$ cat config.mk
export PLATFORM = sky130hd
export DESIGN_NAME = sorted_coordinate_duplicate_merge
export DESIGN_NICKNAME = d
export VERILOG_FILES = /design/src/hdl/scdm_pkg.sv /design/src/hdl/scdm_result_queue.sv /design/src/hdl/sorted_coordinate_duplicate_merge.sv
export SDC_FILE = /design/constraint.sdc
export NUM_CORES = 2
export LEC_CHECK = 0
export ABC_AREA = 1
export BUFFER_PORTS_ARGS = -buffer_cell sky130_fd_sc_hd__buf_4
export CAP_MARGIN = 30
export CELL_PAD_IN_SITES_DETAIL_PLACEMENT = 2
export CELL_PAD_IN_SITES_GLOBAL_PLACEMENT = 2
export CORE_ASPECT_RATIO = 0.7
export CORE_MARGIN = 8
export CORE_UTILIZATION = 37
export CTS_BUF_LIST = sky130_fd_sc_hd__clkbuf_16
export DETAILED_ROUTE_END_ITERATION = 16
export GPL_TIMING_DRIVEN = 1
export PLACE_DENSITY_LB_ADDON = 0.1
export SETUP_SLACK_MARGIN = 0.4
export SYNTH_ARGS = -nofsm -noshare
export SYNTH_HDL_FRONTEND = slang
export SYNTH_SLANG_ARGS = --single-unit
$ cat constraint.sdc
create_clock -name clk_i -period 15.3 [get_ports clk_i]
set_input_delay 3.06 -clock clk_i [delete_from_list [all_inputs] [get_ports clk_i]]
set_output_delay 3.06 -clock clk_i [all_outputs]
set_load 0.03 [all_outputs]
$ cat src/hdl/scdm_pkg.sv
// Shared types and constants for the sorted coordinate duplicate merge block.
`default_nettype none

package scdm_pkg;

  // Field widths fixed by the interface
  localparam int unsigned NUM_PORTS      = 8;
  localparam int unsigned OUT_COORD_W    = 32;
  localparam int unsigned IN_COORD_W     = 32;
  localparam int unsigned VALUE_W        = 32;
  localparam int unsigned SUM_W          = 48;
  localparam int unsigned CNT_W          = 32;
  localparam int unsigned CFG_W          = 4;

  // Defaults for the top-level parameters
  localparam int unsigned MAX_MODES_DEF  = 8;
  localparam int unsigned COORD_BITS_DEF = 32;

  // Reset value of the mode count register
  localparam logic [CFG_W-1:0] NUM_MODES_RST = 4'd3;

  // Result queue sizing
  localparam int unsigned OQ_DEPTH       = 4;
  localparam int unsigned OQ_PTR_W       = 2;
  localparam int unsigned OQ_CNT_W       = 3;

  // Saturation limits of the running sum
  localparam logic signed [SUM_W-1:0] SUM_MAX = {1'b0, {(SUM_W-1){1'b1}}};
  localparam logic signed [SUM_W-1:0] SUM_MIN = {1'b1, {(SUM_W-1){1'b0}}};

  // One emitted entry
  typedef struct packed {
    logic [NUM_PORTS-1:0][OUT_COORD_W-1:0] coord;
    logic signed [SUM_W-1:0]               sum;
    logic                                  stream_end;
    logic [CNT_W-1:0]                      removed;
  } result_t;

endpackage : scdm_pkg

`default_nettype wire

$ cat src/hdl/scdm_result_queue.sv
// Small result queue that takes up to two entries per cycle and hands out one.
`default_nettype none

module scdm_result_queue
  import scdm_pkg::*;
(
  input  wire logic          clk_i,
  input  wire logic          rst_ni,
  input  wire logic [1:0]    push_cnt_i,
  input  wire result_t       push0_i,
  input  wire result_t       push1_i,
  output logic               room_o,
  output logic               pop_valid_o,
  input  wire logic          pop_ready_i,
  output result_t            pop_data_o
);

  result_t               mem_q [OQ_DEPTH];
  logic [OQ_PTR_W-1:0]   wr_ptr_q, wr_ptr_d;
  logic [OQ_PTR_W-1:0]   rd_ptr_q, rd_ptr_d;
  logic [OQ_CNT_W-1:0]   count_q, count_d;
  logic [OQ_PTR_W-1:0]   wr_ptr_nxt;
  logic                  pop;

  // Space for a two-entry request is required before input is taken
  assign room_o      = (count_q <= OQ_CNT_W'(OQ_DEPTH - 2));
  assign pop_valid_o = (count_q != '0);
  assign pop_data_o  = mem_q[rd_ptr_q];
  assign pop         = pop_valid_o & pop_ready_i;
  assign wr_ptr_nxt  = OQ_PTR_W'(wr_ptr_q + 1'b1);

  // Pointer and fill bookkeeping
  always_comb begin
    wr_ptr_d = OQ_PTR_W'(wr_ptr_q + push_cnt_i);
    rd_ptr_d = pop ? OQ_PTR_W'(rd_ptr_q + 1'b1) : rd_ptr_q;
    count_d  = OQ_CNT_W'(count_q + OQ_CNT_W'(push_cnt_i) - OQ_CNT_W'(pop));
  end

  always_ff @(posedge clk_i or negedge rst_ni) begin
    if (!rst_ni) begin
      wr_ptr_q <= '0;
      rd_ptr_q <= '0;
      count_q  <= '0;
    end else begin
      wr_ptr_q <= wr_ptr_d;
      rd_ptr_q <= rd_ptr_d;
      count_q  <= count_d;
    end
  end

  // Entry storage, no reset needed
  always_ff @(posedge clk_i) begin
    if (push_cnt_i != 2'd0) begin
      mem_q[wr_ptr_q] <= push0_i;
    end
    if (push_cnt_i == 2'd2) begin
      mem_q[wr_ptr_nxt] <= push1_i;
    end
  end

endmodule : scdm_result_queue

`default_nettype wire

$ cat src/hdl/sorted_coordinate_duplicate_merge.sv
// Results are registered in the result queue before they reach the output.
// Throughput: one request per cycle while the result queue has room; a request that emits two
// entries fills two slots of the four-entry result queue, which drains one entry per cycle while out_ready_i is high.
// Input is taken while the result queue has two free slots.
// Reset clears the pending entry, its sum, the duplicate counter and the queue,
// and sets num_modes to 3.
`default_nettype none

module sorted_coordinate_duplicate_merge
  import scdm_pkg::*;
#(
  parameter int unsigned MAX_MODES  = MAX_MODES_DEF,
  parameter int unsigned COORD_BITS = COORD_BITS_DEF
) (
  input  wire logic                      clk_i,
  input  wire logic                      rst_ni,
  // configuration
  input  wire logic                      cfg_we_i,
  input  wire logic [CFG_W-1:0]          cfg_wdata_i,
  // input channel
  input  wire logic                      in_valid_i,
  output logic                           in_ready_o,
  input  wire logic [IN_COORD_W-1:0]     coord_a_i,
  input  wire logic [IN_COORD_W-1:0]     coord_b_i,
  input  wire logic [IN_COORD_W-1:0]     coord_c_i,
  input  wire logic [IN_COORD_W-1:0]     coord_d_i,
  input  wire logic [IN_COORD_W-1:0]     coord_e_i,
  input  wire logic [IN_COORD_W-1:0]     coord_f_i,
  input  wire logic [IN_COORD_W-1:0]     coord_g_i,
  input  wire logic [IN_COORD_W-1:0]     coord_h_i,
  input  wire logic signed [VALUE_W-1:0] entry_value_i,
  input  wire logic                      is_final_i,
  // output channel
  output logic                           out_valid_o,
  input  wire logic                      out_ready_i,
  output logic [OUT_COORD_W-1:0]         out_a_o,
  output logic [OUT_COORD_W-1:0]         out_b_o,
  output logic [OUT_COORD_W-1:0]         out_c_o,
  output logic [OUT_COORD_W-1:0]         out_d_o,
  output logic [OUT_COORD_W-1:0]         out_e_o,
  output logic [OUT_COORD_W-1:0]         out_f_o,
  output logic [OUT_COORD_W-1:0]         out_g_o,
  output logic [OUT_COORD_W-1:0]         out_h_o,
  output logic signed [SUM_W-1:0]        merged_sum_o,
  output logic                           stream_end_o,
  output logic [CNT_W-1:0]               removed_count_o
);

  logic [CFG_W-1:0]                    num_modes_q;
  logic [CFG_W-1:0]                    n_act;
  logic                                pend_valid_q, pend_valid_d;
  logic [COORD_BITS-1:0]               pend_coord_q [MAX_MODES];
  logic signed [SUM_W-1:0]             pend_sum_q, pend_sum_d;
  logic [CNT_W-1:0]                    dup_cnt_q, dup_cnt_d;

  logic [NUM_PORTS-1:0][IN_COORD_W-1:0] in_coord;
  logic [MAX_MODES-1:0]                active;
  logic [MAX_MODES-1:0]                mode_ok;
  logic                                match;
  logic                                accept;
  logic                                miss;
  logic                                load;
  logic                                merge;
  logic signed [SUM_W:0]               sum_wide;
  logic signed [SUM_W-1:0]             sum_sat;
  logic signed [SUM_W-1:0]             new_sum;
  logic [CNT_W-1:0]                    new_cnt;

  result_t                             res_old;
  result_t                             res_new;
  result_t                             push0;
  result_t                             push1;
  logic [1:0]                          push_cnt;
  result_t                             head;
  logic                                room;

  assign in_coord = {coord_h_i, coord_g_i, coord_f_i, coord_e_i,
                     coord_d_i, coord_c_i, coord_b_i, coord_a_i};

  // Mode count register
  always_ff @(posedge clk_i or negedge rst_ni) begin
    if (!rst_ni) begin
      num_modes_q <= NUM_MODES_RST;
    end else if (cfg_we_i) begin
      num_modes_q <= cfg_wdata_i;
    end
  end

  // Counts above the supported mode count act as the full count
  assign n_act = (num_modes_q > CFG_W'(MAX_MODES)) ? CFG_W'(MAX_MODES) : num_modes_q;

  // Per-mode compare and output masking
  for (genvar m = 0; m < MAX_MODES; m++) begin : g_mode
    assign active[m]  = (CFG_W'(m) < n_act);
    assign mode_ok[m] = ~active[m] |
                        (in_coord[m][COORD_BITS-1:0] == pend_coord_q[m]);
  end

  assign match = &mode_ok;

  for (genvar m = 0; m < NUM_PORTS; m++) begin : g_out
    if (m < MAX_MODES) begin : g_live
      // old entry uses stored coords, new entry uses what is stored after this step
      assign res_old.coord[m] = active[m] ? OUT_COORD_W'(pend_coord_q[m]) : '0;
      assign res_new.coord[m] = active[m] ?
          (load ? OUT_COORD_W'(in_coord[m][COORD_BITS-1:0]) : OUT_COORD_W'(pend_coord_q[m]))
          : '0;
    end else begin : g_dead
      assign res_old.coord[m] = '0;
      assign res_new.coord[m] = '0;
    end
  end

  // Step decode
  assign in_ready_o = room;
  assign accept     = in_valid_i & in_ready_o;
  assign miss       = pend_valid_q & ~match;
  assign merge      = pend_valid_q & match;
  assign load       = ~pend_valid_q | ~match;

  // Saturating add of the value into the pending sum
  assign sum_wide = {pend_sum_q[SUM_W-1], pend_sum_q} +
                    {{(SUM_W+1-VALUE_W){entry_value_i[VALUE_W-1]}}, entry_value_i};
  always_comb begin
    if (sum_wide[SUM_W] != sum_wide[SUM_W-1]) begin
      sum_sat = sum_wide[SUM_W] ? SUM_MIN : SUM_MAX;
    end else begin
      sum_sat = sum_wide[SUM_W-1:0];
    end
  end

  // State after the merge or swap, before the end-of-stream flush
  always_comb begin
    if (merge) begin
      new_sum = sum_sat;
      new_cnt = (dup_cnt_q != '1) ? CNT_W'(dup_cnt_q + 1'b1) : dup_cnt_q;
    end else begin
      new_sum = {{(SUM_W-VALUE_W){entry_value_i[VALUE_W-1]}}, entry_value_i};
      new_cnt = dup_cnt_q;
    end
  end

  // Emitted entries
  assign res_old.sum        = pend_sum_q;
  assign res_old.stream_end = 1'b0;
  assign res_old.removed    = '0;
  assign res_new.sum        = new_sum;
  assign res_new.stream_end = 1'b1;
  assign res_new.removed    = new_cnt;

  // Queue pushes: displaced entry first, then the end-of-stream flush
  always_comb begin
    push_cnt = 2'd0;
    push0    = res_old;
    push1    = res_new;
    if (accept) begin
      if (miss && is_final_i) begin
        push_cnt = 2'd2;
      end else if (miss) begin
        push_cnt = 2'd1;
      end else if (is_final_i) begin
        push_cnt = 2'd1;
        push0    = res_new;
      end
    end
  end

  // Next pending state
  always_comb begin
    pend_valid_d = pend_valid_q;
    pend_sum_d   = pend_sum_q;
    dup_cnt_d    = dup_cnt_q;
    if (accept) begin
      pend_sum_d = new_sum;
      if (is_final_i) begin
        pend_valid_d = 1'b0;
        dup_cnt_d    = '0;
      end else begin
        pend_valid_d = 1'b1;
        dup_cnt_d    = new_cnt;
      end
    end
  end

  always_ff @(posedge clk_i or negedge rst_ni) begin
    if (!rst_ni) begin
      pend_valid_q <= 1'b0;
      pend_sum_q   <= '0;
      dup_cnt_q    <= '0;
    end else begin
      pend_valid_q <= pend_valid_d;
      pend_sum_q   <= pend_sum_d;
      dup_cnt_q    <= dup_cnt_d;
    end
  end

  // Pending coordinates, payload only
  always_ff @(posedge clk_i) begin
    if (accept && load) begin
      for (int m = 0; m < MAX_MODES; m++) begin
        pend_coord_q[m] <= in_coord[m][COORD_BITS-1:0];
      end
    end
  end

  // Result queue
  scdm_result_queue u_queue (
    .clk_i       (clk_i),
    .rst_ni      (rst_ni),
    .push_cnt_i  (push_cnt),
    .push0_i     (push0),
    .push1_i     (push1),
    .room_o      (room),
    .pop_valid_o (out_valid_o),
    .pop_ready_i (out_ready_i),
    .pop_data_o  (head)
  );

  assign out_a_o         = head.coord[0];
  assign out_b_o         = head.coord[1];
  assign out_c_o         = head.coord[2];
  assign out_d_o         = head.coord[3];
  assign out_e_o         = head.coord[4];
  assign out_f_o         = head.coord[5];
  assign out_g_o         = head.coord[6];
  assign out_h_o         = head.coord[7];
  assign merged_sum_o    = head.sum;
  assign stream_end_o    = head.stream_end;
  assign removed_count_o = head.removed;

`ifndef SYNTHESIS
  // A final request always leaves the block with no pending entry and a clear counter
  a_final_clears: assert property (@(posedge clk_i) disable iff (!rst_ni)
    accept && is_final_i |=> !pend_valid_q && (dup_cnt_q == '0))
    else $error("final request did not clear pending state");

  // A non-final duplicate bumps the counter by one unless saturated
  a_dup_count: assert property (@(posedge clk_i) disable iff (!rst_ni)
    accept && merge && !is_final_i && (dup_cnt_q != '1) |=>
      dup_cnt_q == CNT_W'($past(dup_cnt_q) + 1'b1))
    else $error("duplicate counter did not advance");

  // Without a request the pending state holds
  a_idle_hold: assert property (@(posedge clk_i) disable iff (!rst_ni)
    !accept |=> $stable(pend_valid_q) && $stable(dup_cnt_q) && $stable(pend_sum_q))
    else $error("pending state changed without a request");

  // Only the end-of-stream entry carries a duplicate count
  a_count_only_at_end: assert property (@(posedge clk_i) disable iff (!rst_ni)
    out_valid_o && !stream_end_o |-> removed_count_o == '0)
    else $error("count reported on a non-final entry");
`endif

endmodule : sorted_coordinate_duplicate_merge

`default_nettype wire

==> metrics list <==
* Syn Inst Count: 12015
* Startpoint of the lowest-slack register-to-register path: num_modes_q[3]$_DFFE_PN0P_
- Unrepaired setup endpoints after global routing: no
* Post-detailed-route DRC marker count: 0
- The synthesized design contains 1696 register bits.
* Via density per instance: 5.83
- In this run the standard cell core region covers 0.258 mm².
- For this configuration, the core starts out at a cell density of 0.371.
- Yosys printed 0 warnings.
* Max-slew violation count: 35
- Number of clock sinks: 1696
- Clock Latency Late Sink: 0.89 ns
- Hold WC Path Type: reg -> reg
- Counting cells, the worst reg-to-reg path comes to 21.
- Of the total power, registers draw 0.305.
* Portion of the clock cycle consumed by the worst path in the final layout: 0.624
- Row generation in the floorplan step produced 156 rows.
- Timing endpoint of the critical path: u_queue.mem_q[1][319]$_DFFE_PP_
- The number of endpoints with negative hold slack in the final report is 0.
* Boundary Pins: 637
* Synthesized cell area: 0.0956 mm²
- Of all nets on the critical path, the largest fanout is 55.
* Startpoint kind of the worst setup timing path: primary input
* Total global-route track usage: 0.318
- Worst r2r dst: u_queue.mem_q[1][319]$_DFFE_PP_
- Cells resized by post-CTS repair: 0
* Cell leakage power: 47.0 nW
- Count of input and output buffers: 636
- In this run the mean area of a mapped cell was 7.96 µm².
* Worst relative slew slack: -0.0174
* TritonCTS clock tree: built
* Largest net degree at the start of global routing: 224
- Arrival time of data at the critical path endpoint: 10.28 ns
- Endpoint type of the worst setup path: flop
- Detailed placement finished with a half-perimeter wire length of 277000 µm.
- Post-CTS Setup Bufs: 0
- Pwr dens: 186 mW/mm²
* Number of nets produced by synthesis: 12372
* Overall routed net length: 451000 µm
- At the end of routability-driven placement, the weighted congestion stood at 0.885.
* Clock input transition at the sequential cells of the worst setup and hold paths: 0.06 ns
- Number of global-route vias before repair: 101421
- Hold repair after CTS inserted 0 buffers.
- In the final layout, the share of cells above drive strength 1 is 0.0927.
- Combinational cell fraction of total power: 0.474
- Clock tree synthesis inserted a total of 197 buffers.
* Area added between synthesis and finish: 14.4%
- The die covers 0.275 mm².
* NumNets Final: 12554
- Maximum VDD drop: 0.266 mV
- First-pass GRT wire length: 670000 µm
- Setup violations remaining at the end of the flow were counted as 0.
- Worst setup timing slack at the placement stage: 4.97 ns
* Die Width: 624 µm
* Detailed-route via count: 92080
* Detail Route Antenna Nets: 0
- Placed cell areas: 0.103 mm²
- For this run, the detailed router's first-pass iteration total came to 7.
* Net switching component of the power: 9.64 mW
* Clk pwr share: 0.221
- Fin Clk Skew: 0.0588 ns
- Crit path kind: in -> reg
- At the pin with the least slew margin, the transition time is 1.53 ns.
- Sequential fraction of the synthesis area: 0.528
* Cell internal power dissipation: 10.7 mW
- Initial antenna violation count: 65
* Internal reg-to-reg setup slack: 6.55 ns
- Final worst-path setup slack: 5.75 ns
* Die height: 441 µm
* Status: finished with violations
- Library cell used as clock root buffer: clkbuf_16
- Final total negative setup slack: 0 ns
* Yosys cell types: 40
- After detailed placement, the design holds a cell count of 15389.
- Initial drt markers: 6712
* Max cap viols: 0
* Fraction of power spent switching nets: 0.473
- For this run, the top clock speed supported by timing is 105 MHz.
* Req. time, crit path: 16.03 ns
- The critical path starts at coord_a_i[1].
- Bufs on Longest Clock Path: 4
- The checks that failed: max-slew violations.
- Number of standard cells in the layout, taps in and fillers out: 15784
* Min Clock Period, post-route: 9.55 ns
* Global route total overflow: 0
- Post-DR wirelength/cell: 28.6 µm
* Post-route design area: 0.109 mm²
* CTS H-tree lvls: 4
[power groups by stage]
stage,Clock [mW],Sequential [mW],Combinational [mW]
finish,4.51,6.22,9.66
floorplan,0,6.38,5.44
detailed placement,0,6.33,9.58
global placement,0,6.31,9.26
global route,4.72,6.25,10.2
CTS,4.57,6.24,9.63
[sequential cells by signal, summed over array words and instances, names as in the netlist]
signal / count
u_queue.rd_ptr_q: 2
u_queue.wr_ptr_q: 2
num_modes_q: 4
pend_valid_q: 1
u_queue.mem_q: 1348
dup_cnt_q: 32
u_queue.count_q: 3
pend_sum_q: 48
pend_coord_q: 256
[cell usage after synthesis]
cell type  number  share of area
clkbuf_1      642          0.025
mux2_2          1        0.00012
a21o_1          4        0.00031
or3_1           1       0.000065
a21boi_0       33         0.0026
nor2_4          2        0.00024
a21oi_2         1       0.000092
nand4_1       299          0.020
nor3_2          8        0.00084
a21oi_1       311          0.016
and2_1          1       0.000065
o211ai_1        6        0.00047
nand3b_1        5        0.00039
buf_1          60         0.0024
buf_4           9        0.00071
a31oi_1         1       0.000065
clkinv_1        2       0.000079
buf_2          99         0.0052
inv_1         283          0.011
nand3_1       845          0.044
fa_1            2        0.00042
dfxtp_1         4        0.00084
ha_1           57         0.0075
o21ai_1        20         0.0010
or2_2          61         0.0040
xnor2_1       190          0.017
nor4_1         13        0.00085
o22ai_1       358          0.023
xor2_1         35         0.0032
dfstp_2         2        0.00055
o21bai_1        8        0.00063
nor2_2          4        0.00026
dfrtp_1        90          0.024
edfxtp_1     1600           0.50
nor3_1         24         0.0013
nor2_1       1009          0.040
o21a_1          4        0.00031
inv_2           9        0.00035
nand2_1      5145           0.20
o21ai_0       767          0.040
[cell families after synthesis]
logic type / Yosys count / share of synthesized area
and+or+nand+nor: 7417 / 0.313
DFF: 1696 / 0.528
AOI/OAI and AO/OA: 1513 / 0.0854
buffers and inverters: 1104 / 0.0450
xor gates and xnor gates: 225 / 0.0206
adders and majority gates: 59 / 0.00788
muxes: 1 / 0.000118
[per-layer routing]
metal | routed length [µm] | GRT usage
met1 | 192000 | 0.405
met2 | 217000 | 0.545
met3 | 21500 | 0.0359
met4 | 20600 | 0.145
met5 | 36 | 0
[cell type report]
class                           instances  area [µm²]
Sequential cell                      1696       50400
Tap cell                             3397        4250
Multi-Input combinational cell       9215       41100
Clock buffer                          202        5050
Antenna cell                           43         108
Fill cell                           28970      148000
Inverter                              294        1130
Timing Repair Buffer                  793        6560
Clock inverter                        144         737
[metrics by stage]
step	power [mW]	hold slack (ns)	utilization
2_1_floorplan	11.8	0.451	-
3_3_place_gp	15.6	0.468	0.399
3_5_place_dp	15.9	0.491	0.401
4_1_cts	20.4	0.506	0.423
5_1_grt	21.2	0.531	0.424
6_report	20.4	0.500	0.424
[cells in the final DEF, fill, tap and decap left out, types with 6 or more instances in the layout]
cell type / count
nor3_4: 8
nor2_4: 7
nor3_1: 24
o21ai_0: 765
clkbuf_16: 202
clkinv_1: 53
dfrtp_1: 86
nand2_1: 5139
a21oi_1: 311
buf_16: 16
xnor2_1: 190
nor2_1: 1008
o21ai_1: 16
o21bai_1: 8
or2_2: 61
a21boi_0: 33
o22ai_1: 358
inv_2: 12
o211ai_1: 6
nand3_1: 843
inv_1: 334
xor2_1: 35
clkinv_2: 24
diode_2: 43
buf_4: 754
ha_1: 57
nor4_1: 13
buf_12: 23
o21ai_4: 6
edfxtp_1: 1600
nand4_1: 299
[worst min path at each step]
| stage | startpoint | to | depth (start not counted) |
|---|---|---|---|
| after floorplan | u_queue.mem_q[1][32]$_SDFFE_PP1N_ | u_queue.mem_q[1][32]$_SDFFE_PP1N_ | 2 |
| after global placement | u_queue.mem_q[2][32]$_SDFFE_PP1N_ | u_queue.mem_q[2][32]$_SDFFE_PP1N_ | 2 |
| after detailed placement | u_queue.mem_q[1][32]$_SDFFE_PP1N_ | u_queue.mem_q[1][32]$_SDFFE_PP1N_ | 2 |
| after CTS | u_queue.mem_q[1][32]$_SDFFE_PP1N_ | u_queue.mem_q[1][32]$_SDFFE_PP1N_ | 2 |
| after global routing | u_queue.mem_q[2][32]$_SDFFE_PP1N_ | u_queue.mem_q[2][32]$_SDFFE_PP1N_ | 2 |
| final | u_queue.mem_q[1][32]$_SDFFE_PP1N_ | u_queue.mem_q[1][32]$_SDFFE_PP1N_ | 2 |
[worst max-delay path: stages]
cell and delay (ns):
buf_4 0.13, xnor2_1 0.27, nand2_1 0.17, nor2_1 0.19, nand2_1 0.11, nor2_1 0.11, nand2_1 0.06, nand2_1 0.18
nand2_1 0.24, nor2_4 0.83, nand2_1 0.36, nand2_1 0.18, ha_1 0.25, nor2_1 0.27, nor2_1 0.24, nor3_4 0.20
buf_4 0.64, buf_4 0.75, buf_4 0.88, buf_4 0.69, nand2_1 0.18, nand2_1 0.11
No activity file was read; power rests on OpenSTA's default activity.
